===== src/design/smx_pkg.sv =====
// shared types, opcodes and utf-8 helpers for the stack machine executor
`default_nettype none

package smx_pkg;

  localparam int STACK_DEPTH_DEF = 256;
  localparam int MEM_WORDS_DEF   = 1024;
  localparam int WORD_BITS_DEF   = 32;

  localparam logic [20:0] CP_MAX = 21'h10FFFF;

  typedef enum logic [5:0] {
    OP_NOP   = 6'd0,  OP_ADD   = 6'd1,  OP_SUB   = 6'd2,  OP_DIV   = 6'd3,
    OP_MOD   = 6'd4,  OP_MUL   = 6'd5,  OP_NEG   = 6'd6,  OP_AND   = 6'd7,
    OP_OR    = 6'd8,  OP_NOT   = 6'd9,  OP_DUP   = 6'd10, OP_DROP  = 6'd11,
    OP_SWAP  = 6'd12, OP_ROT   = 6'd13, OP_OVER  = 6'd14, OP_DROPN = 6'd15,
    OP_PUSHN = 6'd16, OP_READ  = 6'd17, OP_WRITE = 6'd18, OP_CMP   = 6'd19,
    OP_JMP   = 6'd20, OP_JLT   = 6'd21, OP_JGT   = 6'd22, OP_JEQ   = 6'd23,
    OP_JLE   = 6'd24, OP_JGE   = 6'd25, OP_JNE   = 6'd26, OP_CALL  = 6'd27,
    OP_RETN  = 6'd28, OP_HALT  = 6'd29, OP_GETSP = 6'd30, OP_SETSP = 6'd31,
    OP_GETBP = 6'd32, OP_SETBP = 6'd33, OP_GETCP = 6'd34, OP_IN    = 6'd35,
    OP_OUT   = 6'd36, OP_PUSH  = 6'd37
  } op_t;

  typedef enum logic [2:0] {
    ST_OK     = 3'd0,
    ST_UNDER  = 3'd1,
    ST_OVER   = 3'd2,
    ST_DIVZ   = 3'd3,
    ST_ADDR   = 3'd4,
    ST_HALTED = 3'd5
  } status_t;

  typedef enum logic [1:0] {
    MD_MUL = 2'd0,
    MD_DIV = 2'd1,
    MD_MOD = 2'd2
  } md_mode_t;

  typedef struct packed {
    logic     start;
    md_mode_t mode;
  } md_ctl_t;

  typedef struct packed {
    logic [5:0]  req_type;
    logic [30:0] push_value;
    logic [31:0] in_bytes;
  } req_t;

  typedef struct packed {
    logic [2:0]         status;
    logic signed [31:0] next_cp;
    logic [2:0]         out_count;
    logic [31:0]        out_bytes;
    logic               halted;
    logic signed [31:0] halt_result;
  } rsp_t;

  typedef struct packed {
    logic [2:0]  count;
    logic [31:0] bytes;
  } utf8_enc_t;

  function automatic logic [1:0] pops_of(op_t op);
    logic [1:0] n;
    case (op)
      OP_NOP, OP_GETSP, OP_GETBP, OP_GETCP, OP_IN, OP_PUSH: n = 2'd0;
      OP_ADD, OP_SUB, OP_DIV, OP_MOD, OP_MUL, OP_AND, OP_OR, OP_SWAP, OP_OVER,
      OP_WRITE, OP_CMP, OP_JLT, OP_JGT, OP_JEQ, OP_JLE, OP_JGE, OP_JNE,
      OP_RETN: n = 2'd2;
      OP_ROT: n = 2'd3;
      default: n = 2'd1;
    endcase
    return n;
  endfunction

  function automatic logic [1:0] pushes_of(op_t op);
    logic [1:0] n;
    case (op)
      OP_NOP, OP_DROP, OP_DROPN, OP_PUSHN, OP_WRITE, OP_JMP, OP_JLT, OP_JGT,
      OP_JEQ, OP_JLE, OP_JGE, OP_JNE, OP_RETN, OP_HALT, OP_SETSP, OP_SETBP,
      OP_OUT: n = 2'd0;
      OP_DUP, OP_SWAP: n = 2'd2;
      OP_ROT, OP_OVER: n = 2'd3;
      default: n = 2'd1;
    endcase
    return n;
  endfunction

  // lead byte in bits 7:0, continuation bytes taken by low six bits
  function automatic logic [20:0] utf8_decode(logic [31:0] in);
    logic [7:0] b0;
    logic [5:0] b1;
    logic [5:0] b2;
    logic [5:0] b3;
    logic [20:0] c;
    b0 = in[7:0];
    b1 = in[13:8];
    b2 = in[21:16];
    b3 = in[29:24];
    if (!b0[7]) begin
      c = {13'd0, b0};
    end else if (b0[7:5] == 3'b110) begin
      c = {10'd0, b0[4:0], b1};
    end else if (b0[7:4] == 4'b1110) begin
      c = {5'd0, b0[3:0], b1, b2};
    end else if (b0[7:3] == 5'b11110 && b0 <= 8'hF4) begin
      c = {b0[2:0], b1, b2, b3};
    end else begin
      c = '0;
    end
    return c;
  endfunction

  // codepoint assumed in 1..0x10FFFF
  function automatic utf8_enc_t utf8_encode(logic [20:0] c);
    utf8_enc_t e;
    if (c <= 21'h7F) begin
      e.count = 3'd1;
      e.bytes = {24'd0, 1'b0, c[6:0]};
    end else if (c <= 21'h7FF) begin
      e.count = 3'd2;
      e.bytes = {16'd0, 2'b10, c[5:0], 3'b110, c[10:6]};
    end else if (c <= 21'hFFFF) begin
      e.count = 3'd3;
      e.bytes = {8'd0, 2'b10, c[5:0], 2'b10, c[11:6], 4'b1110, c[15:12]};
    end else begin
      e.count = 3'd4;
      e.bytes = {2'b10, c[5:0], 2'b10, c[11:6], 2'b10, c[17:12], 5'b11110, c[20:18]};
    end
    return e;
  endfunction

endpackage

`default_nettype wire


===== src/design/smx_muldiv.sv =====
// iterative shift-add multiplier and restoring signed divider
`default_nettype none

module smx_muldiv #(
  parameter int WORD_BITS = smx_pkg::WORD_BITS_DEF
) (
  input  wire logic                 clk,
  input  wire logic                 rst,
  input  wire smx_pkg::md_ctl_t     ctl,
  input  wire logic [WORD_BITS-1:0] a,
  input  wire logic [WORD_BITS-1:0] b,
  output logic                      done,
  output logic      [WORD_BITS-1:0] result
);

  localparam int CNW = $clog2(WORD_BITS + 1);

  logic                   busy;
  logic [CNW-1:0]         cnt;
  smx_pkg::md_mode_t      mode;
  logic                   na;
  logic                   nb;
  logic [WORD_BITS-1:0]   acc;
  logic [WORD_BITS-1:0]   x;
  logic [WORD_BITS-1:0]   y;
  logic [WORD_BITS:0]     rs;
  logic [WORD_BITS:0]     rs_sub;
  logic                   ge;

  // one restoring step: shift the next dividend bit into the remainder
  assign rs     = {acc, x[WORD_BITS-1]};
  assign rs_sub = rs - {1'b0, y};
  assign ge     = rs >= {1'b0, y};

  always_ff @(posedge clk) begin
    if (rst) begin
      busy <= 1'b0;
      done <= 1'b0;
    end else begin
      done <= 1'b0;
      if (ctl.start) begin
        busy <= 1'b1;
        cnt  <= CNW'(WORD_BITS);
        mode <= ctl.mode;
        na   <= a[WORD_BITS-1];
        nb   <= b[WORD_BITS-1];
        acc  <= '0;
        if (ctl.mode == smx_pkg::MD_MUL) begin
          x <= a;
          y <= b;
        end else begin
          x <= a[WORD_BITS-1] ? (~a + 1'b1) : a;
          y <= b[WORD_BITS-1] ? (~b + 1'b1) : b;
        end
      end else if (busy) begin
        if (cnt != '0) begin
          cnt <= cnt - 1'b1;
          if (mode == smx_pkg::MD_MUL) begin
            if (y[0]) begin
              acc <= acc + x;
            end
            x <= x << 1;
            y <= y >> 1;
          end else begin
            acc <= ge ? rs_sub[WORD_BITS-1:0] : rs[WORD_BITS-1:0];
            x   <= {x[WORD_BITS-2:0], ge};
          end
        end else begin
          busy <= 1'b0;
          done <= 1'b1;
          case (mode)
            smx_pkg::MD_DIV: result <= (na ^ nb) ? (~x + 1'b1) : x;
            smx_pkg::MD_MOD: result <= na ? (~acc + 1'b1) : acc;
            default:         result <= acc;
          endcase
        end
      end
    end
  end

endmodule

`default_nettype wire


===== config.mk =====
export PLATFORM = sky130hd
export DESIGN_NAME = smx_muldiv
export DESIGN_NICKNAME = d
export VERILOG_FILES = /design/src/design/smx_pkg.sv /design/src/design/smx_muldiv.sv
export SDC_FILE = /design/constraint.sdc
export NUM_CORES = 1
export LEC_CHECK = 0
export ABC_AREA = 1
export BUFFER_PORTS_ARGS = -buffer_cell sky130_fd_sc_hd__buf_2
export CAP_MARGIN = 10
export CORE_MARGIN = 1.5
export CORE_UTILIZATION = 30
export DETAILED_ROUTE_END_ITERATION = 12
export GPL_TIMING_DRIVEN = 0
export PLACE_DENSITY_LB_ADDON = 0.05
export SYNTH_ARGS = -nofsm -noshare
export SYNTH_HDL_FRONTEND = slang
export SYNTH_SLANG_ARGS = --single-unit

===== constraint.sdc =====
create_clock -name clk -period 6.49 [get_ports clk]
set_input_delay 1.298 -clock clk [delete_from_list [all_inputs] [get_ports clk]]
set_output_delay 1.298 -clock clk [all_outputs]
set_load 0.02 [all_outputs]

== Yosys cells after proc, flatten, opt, wreduce, memory -nomap -nowiden ==
Index checks and enable logic that the tools add are counted.
Word-level totals
  flip-flop bits (word level): 140
  input port bits: 69
  output and inout bits: 33
Operators by class
  $add $sub $neg: 7
  magnitude comparators: 1
  equal/unequal tests: 3
  mux-type cells: 26
  bitwise operators: 9
  reduce and logical (&&, ||, !) cells: 12
Operator list (count)
  2-to-1 mux 32 bit: 18
  adder 32 x 1 -> 32 bit (second input constant): 4
  inverter 32 bit: 4
  one-hot mux 32 bit (2 select lines): 1
  greater-or-equal comparator 33 x 32 -> 1 bit: 1
  adder 32 bit: 1
  subtractor 32 bit: 1
  2-to-1 mux 6 bit: 2
  AND reduction 4 bit: 3
  nonzero test 2 bit: 3
  nonzero test 6 bit: 1
  subtractor 6 x 1 -> 6 bit (second input constant): 1
  2-to-1 mux 1 bit: 5
  zero test 2 bit: 2
  inverter 1 bit: 4
  inequality test 3 bit (second input constant): 1
  AND reduction 3 bit: 1
  OR reduction 3 bit: 1
  equality test 2 x 1 -> 1 bit (second input constant): 1
  equality test 2 bit (second input constant): 1
  AND reduction 2 bit: 1
  bitwise XOR 1 bit: 1

== Logic depth before layout (Yosys ltp) ==
  depth after elaboration: 5
  gate-level depth with buffers: 18
  mapped depth without buffers: 17

== Worst setup path before layout ==
Ideal clock, no wire load.
  path kind: input to register
  from: input ctl[2] in the netlist's numbering
  to: register result[0] (enable)
  arrival: 4189 ps
  data required time: 6022 ps
  setup slack: 1832 ps
  stages: 4
  buffers on the path: 1
  cells stage by stage: clkbuf_1 -> nor4_1 -> nand3_1 -> nor3b_1
Between the ends
  word-level cells in the longest chain between the ends: 2
RTL lines
  start: declaration: line smx_muldiv.sv:9  | input wire smx_pkg::md_ctl_t ctl,
  inverter 1 bit (no line)
  AND reduction 4 bit (no line)
  end signal: assignment: line smx_muldiv.sv:72  | smx_pkg::MD_DIV: result <= (na ^ nb) ? (~x + 1'b1) : x;
  end signal: assignment: line smx_muldiv.sv:73  | smx_pkg::MD_MOD: result <= na ? (~acc + 1'b1) : acc;
  end: declaration: line smx_muldiv.sv:13  | output logic [WORD_BITS-1:0] result
Every way passes these cells.
A chain may end at the register's enable or synchronous reset.

== Final worst setup path ==
  from: register acc[11]
  to: register acc[26] (data pin)
Between the ends
  word-level cells in the longest chain between the ends: 5
RTL lines
  start: declaration: line smx_muldiv.sv:23  | logic [WORD_BITS-1:0] acc;
  start signal: assignment: line smx_muldiv.sv:60  | acc <= acc + x;
  start signal: assignment: line smx_muldiv.sv:65  | acc <= ge ? rs_sub[WORD_BITS-1:0] : rs[WORD_BITS-1:0];
  subtractor 32 bit, or another cell as far along: line smx_muldiv.sv:32  | assign rs_sub = rs - {1'b0, y};
  2-to-1 mux 32 bit (on tied branches): line smx_muldiv.sv:65, smx_muldiv.sv:59
  2-to-1 mux 32 bit *: line smx_muldiv.sv:58  | if (mode == smx_pkg::MD_MUL) begin
  2-to-1 mux 32 bit *: line smx_muldiv.sv:56  | if (cnt != '0) begin
  2-to-1 mux 32 bit *: line smx_muldiv.sv:55  | end else if (busy) begin
Every way passes the cells marked *; elsewhere a longest branch is shown, timed or not. The select of a mux whose other input is x is not followed.

==> flow_metrics.tcl <==
set metrics [dict create \
    outcome "finished, final reports clean" \
    crit_path_end_kind "flip-flop" \
    fp.dieArea_um2 50060 \
    fmax_mhz 316.4 \
    cts_tree "done" \
    antenna_cells 0 \
    dpl.hpwl_mm 55.06 \
    syn-cell-area_um2 14620 \
    whs_ns 0.4924 \
    grt_setup_unrepaired "false" \
    power_density_nw_per_um2 211.8 \
    gp_congestion 0.9488 \
    crit_type "reg2reg" \
    cp-start-kind "flip-flop" \
    cts.sinks 140 \
    min_period_ns 3.160 \
    hold_buffers 0 \
    worst_slack_ns 3.330 \
    numPortBuffers 101 \
    numCtsBuffers 17 \
    fillCellCount 5360 \
    clock_skew_ns 0.01536 \
    p_leak_nw 7.815 \
    synth_top_family_by_area "simple AND/OR/NAND/NOR gates" \
    netlist_instances 2304 \
    syn_nets 2447 \
    maxCapViolCount 0 \
    drive_gt1_share_pct 8.722 \
    grt_pass1_vias 14760 \
    muxShareOfSynthArea_pct 0 \
    min_from "busy$_SDFF_PP0_" \
    start_util_pct 30.49 \
    via_per_inst 5.179 \
    synth_fa_ha_area_share_pct 6.437 \
    synthSimpleGateAreaFrac_pct 36.85 \
    postLayoutCoreUtil_pct 34.54 \
    critical_path_required_ns 6.71 \
    synth_top_area_share_pct 28.35 \
    yosys_warnings 0 \
    cts_resized 0 \
    wl_per_cell_um 21.73 \
    clock_path_buffers 2 \
    max_slew.worst_pin.slew_ns 0.9070 \
    setup_viol 0 \
    ir_worst_vdd_uv 126.8 \
    synth_ff_type "edfxtp_1" \
    place_area_um2 16000 \
    core.rowCount 80 \
    crit_fanout 10 \
    worstSetupStartpoint "acc[11]$_SDFFCE_PP0P_" \
    async_flop_share_pct 0 \
    ff_latch_area_um2 4184 \
    drt-total-wl_mm 66.42 \
    synth_xor_xnor_area_share_pct 3.954 \
    clk_latency_ns 0.49 \
    setup_tns_ns 0 \
    maxSlewViolCount 0 \
    postCtsSetupBuffers 0 \
    core-area_um2 47950 \
    synth_edf_count 138 \
    remaining_drc_errors 0 \
    antenna_found_initial 0 \
    synth_top_area_cell "edfxtp_1" \
    yosys_register_bits 140 \
    die_width_um 223.7 \
    overflow 0 \
    synth.area.top_cells "edfxtp_1, nand2_1, inv_1" \
    grt.total_usage_pct 26.68 \
    io_pins 102 \
    final_area_um2 16560 \
    max_stage_delay_ns 0.71 \
    worstPathCellList "ha_1 -> nand2_1 -> nor2_2 -> nand2_1 -> inv_1 -> nand2_1 -> nand2_1 -> nand2_2 -> nand2_4 -> buf_4 -> nand3_1 -> nand2_1 -> a21oi_1" \
    synth_most_common_cell "nand2_1" \
    grt_pass1_wl_mm 96.39 \
    synth_compound_area_share_pct 13.18 \
    critPathArrivalTime_ns 3.38 \
    seq_area_frac_synth_pct 28.62 \
    cp_common_cell "nand2_1" \
    synthToLayoutAreaGrowth_pct 13.29 \
    drt_iter0_markers 1451 \
    slowest_stage "edfxtp_1" \
    vias 15830 \
    finalHoldViolCount 0 \
    pre_cts_ws_ns 2.829 \
    hold_path_class "reg2reg" \
    ys_top_cells_by_count "nand2_1, inv_1, nor2_1, nand3_1, o21ai_0" \
    fin_cells 3057 \
    finalNetCount 2572 \
    path_clk_slew_ns 0.06 \
    ys_types 53 \
    finalCritPeriodShare_pct 48.69 \
    syn_area_per_cell_um2 6.345 \
    dp.cells 3025 \
    ant_nets 0 \
    firstDrtPassIters 5 \
    grt_max_degree 39 \
    root_buffer "clkbuf_16" \
    relSlewSlack_pct 39.53 \
    power_mw 3.508 \
    reg2reg_from "acc[11]$_SDFFCE_PP0P_" \
    dieHeight_um 223.7 \
    htree_levels 4 \
    multiInputGateArea_um2 8852 \
]
-- final timing paths --
kind,end,slack [ns],cells past startpoint
max,acc[26]$_SDFFCE_PP0P_,3.33,13
min,done$_SDFF_PP0_,0.49,1
max reg2reg,acc[26]$_SDFFCE_PP0P_,3.33,13
min reg2reg,done$_SDFF_PP0_,0.49,1
-- layout by cell type, fill, tap and decap left out, types with 10 or more instances in the layout --
cell type / synthesis / routed
nand3_1: 213 / 213
o21ai_0: 158 / 158
clkbuf_16: 0 / 17
edfxtp_1: 138 / 138
clkbuf_1: 31 / 32
o21bai_1: 10 / 10
xor2_1: 44 / 44
a21oi_1: 112 / 112
buf_2: 10 / 111
o211ai_1: 10 / 10
nand2_1: 674 / 674
a31oi_1: 18 / 18
nand2_2: 10 / 10
nor2_1: 229 / 227
ha_1: 72 / 72
o21ai_1: 10 / 10
nand4_1: 36 / 36
nor3_1: 43 / 43
or2_2: 12 / 12
xnor2_1: 22 / 22
inv_1: 348 / 347
nand3b_1: 12 / 12
-- area by class of cell --
class                      instances  share of cell area [%]
buffer                            55                   1.579
clock buffer                      18                   2.591
clock inverter                    14                  0.8084
inverter                         357                   8.092
multi-input combinational       1752                   53.45
sequential                       140                   25.26
tap                              615                   4.646
timing repair buffer             106                   3.566
-- sequential cells by signal, indices dropped and copies added, names as in the netlist --
| name | cells |
|---|---|
| acc | 32 |
| busy | 1 |
| cnt | 6 |
| done | 1 |
| mode | 2 |
| na | 1 |
| nb | 1 |
| result | 32 |
| x | 32 |
| y | 32 |
-- layer usage --
layer	up-vias	track usage, %	wire, um
met2	538	41.05	29040
met5	-	0	0
li1	7792	-	-
met3	76	3.568	4387
met1	7426	38.55	31430
met4	0	8.130	1559
-- cells by family after synthesis --
group,Yosys count
buffers and inverters,412
AO/OA/AOI/OAI,350
XOR/XNOR,66
flip-flops,140
AND/OR/NAND/NOR,1262
adder cells (fa/ha/maj),74
-- critical path, delay by kind of cell (launching register included) --
kind	cells	cell delay, ns
fa+ha+maj	1	0.52
buf+inv	2	0.26
flops	1	0.71
simple gates	9	1.32
compound gates	1	0.10
-- report_power, final --
group          switching [mW]  internal (mW)  total (mW)
sequential              0.131           1.08        1.21
clock                   0.454          0.532       0.986
combinational           0.907          0.404        1.31
No activity file was read; power rests on OpenSTA's default activity.
